==> config.mk <==
export PLATFORM = sky130hd
export DESIGN_NAME = preemptive_priority_heap_scheduler_core
export DESIGN_NICKNAME = d
export VERILOG_FILES = /design/src/pphs_pkg.sv /design/src/preemptive_priority_heap_scheduler_core.sv /design/src/pphs_ram.sv
export SDC_FILE = /design/constraint.sdc
export NUM_CORES = 2
export LEC_CHECK = 0
export BUFFER_PORTS_ARGS = -buffer_cell sky130_fd_sc_hd__buf_2
export CORE_MARGIN = 2
export CORE_UTILIZATION = 49
export CTS_CLUSTER_DIAMETER = 80
export DETAILED_ROUTE_END_ITERATION = 7
export GPL_TIMING_DRIVEN = 0
export PLACE_DENSITY = 0.76
export SYNTH_ARGS = -nofsm -noshare
export SYNTH_HDL_FRONTEND = slang
export SYNTH_SLANG_ARGS = --single-unit
==> constraint.sdc <==
create_clock -name clk_i -period 11.4 [get_ports clk_i]
set_clock_uncertainty 0.15 [all_clocks]
set_input_delay 2.28 -clock clk_i [delete_from_list [all_inputs] [get_ports clk_i]]
set_output_delay 2.28 -clock clk_i [all_outputs]
set_load 0.005 [all_outputs]
==> src/pphs_pkg.sv <==
`default_nettype none
// ----------------------------------------------------------------------------
// Priority heap scheduler package
// Shared types, widths and result codes of the heap scheduler.
// ----------------------------------------------------------------------------
package pphs_pkg;

  localparam int unsigned HeapDepth = 16;
  localparam int unsigned IdxW      = $clog2(HeapDepth);
  localparam int unsigned CntW      = $clog2(HeapDepth + 1);

  localparam logic OpArrive = 1'b0;
  localparam logic OpTick   = 1'b1;

  localparam logic [2:0] KindAccepted = 3'd0;
  localparam logic [2:0] KindRejected = 3'd1;
  localparam logic [2:0] KindIdle     = 3'd2;
  localparam logic [2:0] KindRan      = 3'd3;
  localparam logic [2:0] KindFinished = 3'd4;

  typedef struct packed {
    logic [7:0]  id;
    logic [7:0]  prio;
    logic [15:0] work_left;
    logic [15:0] burst;
    logic [31:0] arrived;
    logic [31:0] resp;
    logic        resp_ok;
  } job_t;

  localparam int unsigned JobW = $bits(job_t);

endpackage
`default_nettype wire

==> src/preemptive_priority_heap_scheduler_core.sv <==
`default_nettype none
// ----------------------------------------------------------------------------
// Preemptive priority heap scheduler
// Binary min-heap scheduler: arrive pushes a job, tick runs the root job for
// one time unit and reports its times when it finishes.
//
// Channel  Direction  Handshake          Payload
// in       input      in_valid/in_ready  opcode, job_id, job_priority, job_burst
// out      output     out_valid/out_ready kind, ran_id, times
//
// Each heap step reads one entry through the registered heap RAM port, so a
// sift-up level passes StUpRd, StUpWt and StUpCmp and a sift-down level
// passes StDnRdL, StDnRdR, StDnWtR and StDnCmp. The block returns to StIdle
// after the result is taken and only then takes the next item.
// Reset clears the count and the clock; the heap RAM needs no clearing.
// While a result waits on out_ready the block holds and takes no new item.
// ----------------------------------------------------------------------------
module preemptive_priority_heap_scheduler_core
  import pphs_pkg::*;
(
  input  wire logic        clk_i,
  input  wire logic        rst_ni,
  input  wire logic        in_valid,
  output logic             in_ready,
  input  wire logic        opcode_i,
  input  wire logic [7:0]  job_id_i,
  input  wire logic [7:0]  job_priority_i,
  input  wire logic [15:0] job_burst_i,
  output logic             out_valid,
  input  wire logic        out_ready,
  output logic [2:0]       kind_o,
  output logic [7:0]       ran_id_o,
  output logic [31:0]      tick_time_o,
  output logic [31:0]      response_time_o,
  output logic [31:0]      waiting_time_o,
  output logic [31:0]      turnaround_time_o
);

  typedef enum logic [3:0] {
    StIdle, StRootRd, StRootWt, StLastRd, StLastWt,
    StDnRdL, StDnRdR, StDnWtR, StDnCmp,
    StUpRd, StUpWt, StUpCmp, StOut
  } state_e;

  state_e            state_q;
  logic [CntW-1:0]   count_q;
  logic [31:0]       now_q;
  job_t              cur_q;
  job_t              run_q;
  job_t              lft_q;
  logic [IdxW-1:0]   k_q;
  logic [IdxW-1:0]   raddr;
  logic              we;
  logic [IdxW-1:0]   waddr;
  job_t              wdata;
  logic [JobW-1:0]   rdata;
  job_t              rd_job;
  job_t              root_w;
  job_t              requeue_w;
  logic [IdxW+1:0]   lc_w;
  logic [IdxW+1:0]   rc_w;
  logic [IdxW+1:0]   cnt_w;
  logic [IdxW-1:0]   par_w;
  logic [31:0]       done_w;
  logic [7:0]        best_prio_w;
  logic              l_ok_w;
  logic              r_ok_w;
  logic              dn_swap_w;
  logic              up_swap_w;

  pphs_ram #(.Width(JobW), .Depth(HeapDepth)) u_ram (
    .clk_i  (clk_i),
    .we_i   (we),
    .waddr_i(waddr),
    .wdata_i(wdata),
    .raddr_i(raddr),
    .rdata_o(rdata)
  );

  assign rd_job   = job_t'(rdata);
  assign lc_w     = {1'b0, k_q, 1'b1};
  assign rc_w     = lc_w + 1'b1;
  assign cnt_w    = (IdxW + 2)'(count_q);
  assign par_w    = IdxW'((k_q - 1'b1) >> 1);
  assign done_w   = now_q + 32'd1;
  assign in_ready = (state_q == StIdle);

  assign l_ok_w      = (lc_w < cnt_w) && (lft_q.prio < cur_q.prio);
  assign best_prio_w = l_ok_w ? lft_q.prio : cur_q.prio;
  assign r_ok_w      = (rc_w < cnt_w) && (rd_job.prio < best_prio_w);
  assign dn_swap_w   = l_ok_w || r_ok_w;
  assign up_swap_w   = (k_q != '0) && (lft_q.prio > cur_q.prio);

  always_comb begin
    root_w = rd_job;
    if (!rd_job.resp_ok) begin
      root_w.resp    = now_q - 32'd1 - rd_job.arrived;
      root_w.resp_ok = 1'b1;
    end
  end

  always_comb begin
    requeue_w           = run_q;
    requeue_w.work_left = run_q.work_left - 16'd1;
  end

  always_comb begin
    raddr = '0;
    we    = 1'b0;
    waddr = k_q;
    wdata = cur_q;
    unique case (state_q)
      StRootRd: raddr = '0;
      StLastRd: raddr = IdxW'(count_q);
      StDnRdL:  raddr = lc_w[IdxW-1:0];
      StDnRdR:  raddr = rc_w[IdxW-1:0];
      StDnWtR:  raddr = rc_w[IdxW-1:0];
      StUpRd:   raddr = par_w;
      StDnCmp: begin
        we = 1'b1;
        if (r_ok_w) begin
          wdata = rd_job;
        end else if (l_ok_w) begin
          wdata = lft_q;
        end
      end
      StUpCmp: begin
        we = 1'b1;
        if (up_swap_w) begin
          wdata = lft_q;
        end
      end
      default: ;
    endcase
  end

  always_ff @(posedge clk_i or negedge rst_ni) begin
    if (!rst_ni) begin
      state_q           <= StIdle;
      count_q           <= '0;
      now_q             <= '0;
      out_valid         <= 1'b0;
      k_q               <= '0;
      cur_q             <= '0;
      run_q             <= '0;
      lft_q             <= '0;
      kind_o            <= KindIdle;
      ran_id_o          <= '0;
      tick_time_o       <= '0;
      response_time_o   <= '0;
      waiting_time_o    <= '0;
      turnaround_time_o <= '0;
    end else begin
      unique case (state_q)
        StIdle: begin
          if (in_valid) begin
            tick_time_o       <= now_q;
            ran_id_o          <= '0;
            response_time_o   <= '0;
            waiting_time_o    <= '0;
            turnaround_time_o <= '0;
            if (opcode_i == OpArrive) begin
              if (count_q == CntW'(HeapDepth)) begin
                kind_o  <= KindRejected;
                state_q <= StOut;
              end else begin
                kind_o  <= KindAccepted;
                cur_q   <= '{id: job_id_i, prio: job_priority_i,
                             work_left: job_burst_i, burst: job_burst_i,
                             arrived: now_q, resp: 32'd0, resp_ok: 1'b0};
                k_q     <= IdxW'(count_q);
                count_q <= count_q + 1'b1;
                state_q <= (count_q == '0) ? StUpCmp : StUpRd;
              end
            end else begin
              now_q <= done_w;
              if (count_q == '0) begin
                kind_o  <= KindIdle;
                state_q <= StOut;
              end else begin
                count_q <= count_q - 1'b1;
                state_q <= StRootRd;
              end
            end
          end
        end
        StRootRd: state_q <= StRootWt;
        StRootWt: begin
          run_q   <= root_w;
          k_q     <= '0;
          state_q <= (count_q == '0) ? StDnCmp : StLastRd;
        end
        StLastRd: state_q <= StLastWt;
        StLastWt: begin
          cur_q   <= rd_job;
          k_q     <= '0;
          state_q <= StDnRdL;
        end
        StDnRdL: begin
          if (lc_w >= cnt_w) begin
            state_q <= StDnCmp;
          end else begin
            state_q <= StDnRdR;
          end
        end
        StDnRdR: begin
          lft_q   <= rd_job;
          state_q <= StDnWtR;
        end
        StDnWtR: state_q <= StDnCmp;
        StDnCmp: begin
          if (dn_swap_w) begin
            k_q     <= r_ok_w ? rc_w[IdxW-1:0] : lc_w[IdxW-1:0];
            state_q <= StDnRdL;
          end else begin
            ran_id_o <= run_q.id;
            if (run_q.work_left > 16'd1) begin
              cur_q   <= requeue_w;
              k_q     <= IdxW'(count_q);
              kind_o  <= KindRan;
              count_q <= count_q + 1'b1;
              state_q <= (count_q == '0) ? StUpCmp : StUpRd;
            end else begin
              kind_o            <= KindFinished;
              response_time_o   <= run_q.resp;
              turnaround_time_o <= now_q - run_q.arrived;
              waiting_time_o    <= now_q - run_q.arrived - {16'd0, run_q.burst};
              state_q           <= StOut;
            end
          end
        end
        StUpRd: state_q <= StUpWt;
        StUpWt: begin
          lft_q   <= rd_job;
          state_q <= StUpCmp;
        end
        StUpCmp: begin
          if (up_swap_w) begin
            k_q     <= par_w;
            state_q <= (par_w == '0) ? StUpCmp : StUpRd;
          end else begin
            state_q <= StOut;
          end
        end
        StOut: begin
          if (!out_valid) begin
            out_valid <= 1'b1;
          end else if (out_ready) begin
            out_valid <= 1'b0;
            state_q   <= StIdle;
          end
        end
        default: state_q <= StIdle;
      endcase
    end
  end

endmodule
`default_nettype wire

==> src/pphs_ram.sv <==
`default_nettype none
// ----------------------------------------------------------------------------
// Generic RAM
// Single write port, single read port with a registered read.
// ----------------------------------------------------------------------------
module pphs_ram #(
  parameter int unsigned Width = 8,
  parameter int unsigned Depth = 16
) (
  input  wire logic                     clk_i,
  input  wire logic                     we_i,
  input  wire logic [$clog2(Depth)-1:0] waddr_i,
  input  wire logic [Width-1:0]         wdata_i,
  input  wire logic [$clog2(Depth)-1:0] raddr_i,
  output logic      [Width-1:0]         rdata_o
);

  logic [Width-1:0] mem_q [Depth];

  always_ff @(posedge clk_i) begin
    if (we_i) begin
      mem_q[waddr_i] <= wdata_i;
    end
    rdata_o <= mem_q[raddr_i];
  end

endmodule
`default_nettype wire
==> run_results.csv <==
group,metric,value,unit
outcome,status,"complete, but fails checks",
outcome,violations,"capacitance limit, slew limit",
sta,tightest_slew,1.53,ns
placed_design,port_buffers,177,
placed_design,dpl_cell_area,111000,um2
clock_network,clock-sinks,2445,
cells_and_area,utilization,0.566,
synthesis,synth_warnings,0,
global_routing,track_usage,0.302,
job,cap_viol_max_count,1,
clock_network,clock_path_buffers,3,
synthesis,netlist.area_leader.share,0.523,
route,drtAntennaViolNets,0,
synthesis,ys_top_cells_by_area,"edfxtp_1, dfrtp_1, mux4_2",
route,vias_per_cell,6.41,
route,first_pass_iters,7,
floorplan,die_height,464,um
clock_network,cts_tree,"built",
pwr,p_seq_frac,0.370,
route,wirelength,330000,um
sta,setup_viol,0,
route,vias,68300,
floorplan,fp.dieW,464,um
cells_and_area,finalInstanceArea,119000,um2
pwr,switchingPower,14.8,mW
worst_setup_path,regToRegStartpoint,"count_q[2]",
cells_and_area,num-fill-cells,15700,
cells_and_area,drive_gt1_frac,0.189,
worst_setup_path,worstSetupStartpoint,"count_q[2]",
worst_setup_path,worst-setup-path-type,"reg -> reg",
synthesis,synth_ff_type,"edfxtp_1",
global_routing,antenna_found_initial,29,
synthesis,synth_nets,7171,
floorplan,core.rowCount,168,
synthesis,avgSynthCellArea,14.8,um2
sta,slew_headroom,-0.0174,
synthesis,async_reset_ff_frac,0.214,
floorplan,io_pins,178,
route,drt_iter0_drc,10300,
global_routing,grt_pass1_wl,470000,um
placed_design,gp_congestion,1.03,
floorplan,dieArea,215000,um2
floorplan,core_area,210000,um2
min_path,hold_class,"reg -> reg",
min_path,worst_hold_startpoint,"tick_time_o[9]",
synthesis,synth_top_area_cell,"edfxtp_1",
clock_network,cts_max_level,4,
route,wl_per_cell,30.9,um
synthesis,ys_seq_area_frac,0.671,
clock_network,cts_hold_buf,0,
pwr,power.density,311,nW/um2
clock_network,cts_buffers,230,
cells_and_area,stdcell_count,10700,
clock_network,insertion_delay,0.92,ns
synthesis,syn_area,104000,um2
cells_and_area,syn_to_final_growth,14.6,%
global_routing,grt_max_degree,115,
worst_setup_path,crit_path_end_kind,"flop",
sta,drv_slew,11,
synthesis,synth_cell_type_count,99,
worst_setup_path,arrival,7.74,ns
pwr,clkPwrFrac,0.219,
sta,max_freq,136,MHz
pwr,power.internal,22.2,mW
sta,rsz0062_at_grt,"no",
placed_design,place_hpwl,233000,um
pwr,leakagePower,44.1,nW
sta,finalCriticalPeriod,7.35,ns
synthesis,syn-instance-count,7020,
placed_design,dpl.cell_count,10200,
clock_network,cts.reportedPaths.clkPinSlew,0.06,ns
floorplan,start_util,0.494,
pwr,vdd_drop_max,0.248,mV
sta,period_share,0.645,
cells_and_area,most-common-layout-cells,"edfxtp_1, nand2_1, dfrtp_1",
sta,final_hold_viol_count,0,
worst_setup_path,start_kind,"flop",
clock_network,post_cts.repair.setup_buffers,0,
global_routing,grt_pass1_vias,66400,
cells_and_area,final_nets,7775,
global_routing,grt-ovfl-total,0,
pwr,swShare,0.399,
pwr,combPwrFrac,0.411,
synthesis,ys_ff_latch,2445,
route,drc,0,
clock_network,cts-resized-gates,0,
cells_and_area,mostFrequentLayoutCell,"edfxtp_1",
worst_setup_path,cp_max_fo,16,
worst_setup_path,crit_required,11.79,ns
synthesis,synth-edff-count,1808,
clock_network,root_buffer,"clkbuf_16",
-- routing by layer --
| metal | track usage | routed length [um] | vias up | part of all wire |
|---|---|---|---|---|
| li1 | - | - | 28200 | - |
| met4 | 0.167 | 20200 | 2 | 0.061 |
| met5 | 0.00713 | 212 | - | 0.00064 |
| met3 | 0.0615 | 34400 | 712 | 0.10 |
| met1 | 0.414 | 127000 | 34900 | 0.38 |
| met2 | 0.452 | 148000 | 4531 | 0.45 |
-- power groups by stage --
| stage | sequential [mW] | clock, mW | combinational (mW) |
|---|---|---|---|
| after global placement | 14.0 | 0 | 13.7 |
| after floorplan | 13.3 | 0 | 9.25 |
| after global routing | 13.7 | 8.49 | 16.2 |
| after detailed placement | 13.8 | 0 | 14.7 |
| after CTS | 13.6 | 8.14 | 14.8 |
| final | 13.7 | 8.10 | 15.2 |
-- Yosys cell counts (8+ instances only) --
master    number
mux2_2       116
buf_2         55
a21o_1        68
nor3_1        52
mux4_2       452
mux2i_1      110
nand2_1      875
buf_4         28
o21ai_0      472
and2_1       125
o22ai_1       29
or2_2          8
a22o_1         8
o221ai_1      18
a211oi_1     185
dfxtp_1      113
o21bai_1      12
edfxtp_1    1808
a21oi_1      185
o21a_1        18
buf_1         31
a31oi_1      132
nor2_1       236
dfrtp_1      523
nand2b_1      17
o211ai_1      22
clkbuf_1     342
nand3_1      158
nor2b_1       24
xnor2_1       76
or3_1         10
xor2_1        54
buf_6         17
a221oi_1      56
a22oi_1      121
nand4_1       16
o21ai_1       18
inv_1        128
and3_1        63
ha_1         111
-- layout make-up --
type	instances	area, um2	share of cell area
clock inverter	121	1610	0.0135
tap	2805	3510	0.0295
sequential	2445	69700	0.586
multi-input combinational	3971	31700	0.266
inverter	130	488	0.00410
antenna	20	50.0	0.000421
timing repair buffer	372	3420	0.0287
buffer	474	2090	0.0176
clock buffer	317	6430	0.0541
-- flip-flops by register name, summed over array words and instances, names as in the netlist --
register,count
waiting_time_o,32
u_ram.mem_q,1808
response_time_o,32
ran_id_o,8
u_ram.rdata_o,113
state_q,4
turnaround_time_o,32
count_q,5
lft_q,113
kind_o,3
out_valid,1
k_q,4
requeue_w,97
run_q,16
now_q,32
tick_time_o,32
cur_q,113
-- logic make-up (layout without fill, tap and decap cells) --
kind of cell / Yosys count / count (layout) / share of synthesized area
other cells: 0 / 20 / 0
fa+ha+maj: 114 / 114 / 0.0140
compound gates: 1427 / 1427 / 0.0882
xor+xnor: 131 / 131 / 0.0111
mux: 678 / 678 / 0.121
buf+inv: 604 / 1414 / 0.0248
flops: 2445 / 2445 / 0.671
simple gates: 1621 / 1621 / 0.0693
-- stage by stage --
step / total power, mW / TNS [ns] / hold WS, ns / worst slack [ns]
2_1_floorplan: 22.6 / 0 / 0.278 / 1.61
3_3_place_gp: 27.7 / -6609.61 / 0.308 / -6.66
3_5_place_dp: 28.4 / 0 / 0.311 / 3.78
4_1_cts: 36.6 / 0 / 0.330 / 3.70
5_1_grt: 38.4 / 0 / 0.352 / 3.71
6_report: 37.0 / 0 / 0.329 / 4.05
-- path summary, 6_finish.rpt --
check | cells after the start | to | slack [ns]
worst max-delay path | 20 | u_ram.mem_q[8][34] | 4.05
worst min-delay path | 2 | tick_time_o[9] | 0.33
worst max register to register | 20 | u_ram.mem_q[8][34] | 4.05
worst min register to register | 2 | tick_time_o[9] | 0.33
max in group asynchronous | 3 | lft_q[35] | 8.15
min in group asynchronous | 1 | response_time_o[16] | 1.20
-- worst max-delay path: stages (launching register included) --
cell	delay, ns
dfrtp_1	0.50
inv_1	0.16
ha_1	0.33
nor2b_1	0.13
o21a_1	0.16
o21ai_1	0.22
nand3b_1	0.15
nor2_1	0.14
clkbuf_1	0.69
a21oi_1	0.24
ha_1	0.36
nand2_1	0.11
nor4_1	0.19
nand3b_1	0.11
o211a_1	0.21
a21oi_1	0.42
buf_2	0.32
clkbuf_2	0.70
clkbuf_1	0.59
o21ai_0	0.18
o21ai_1	0.87
No activity file was read; power rests on OpenSTA's default activity.
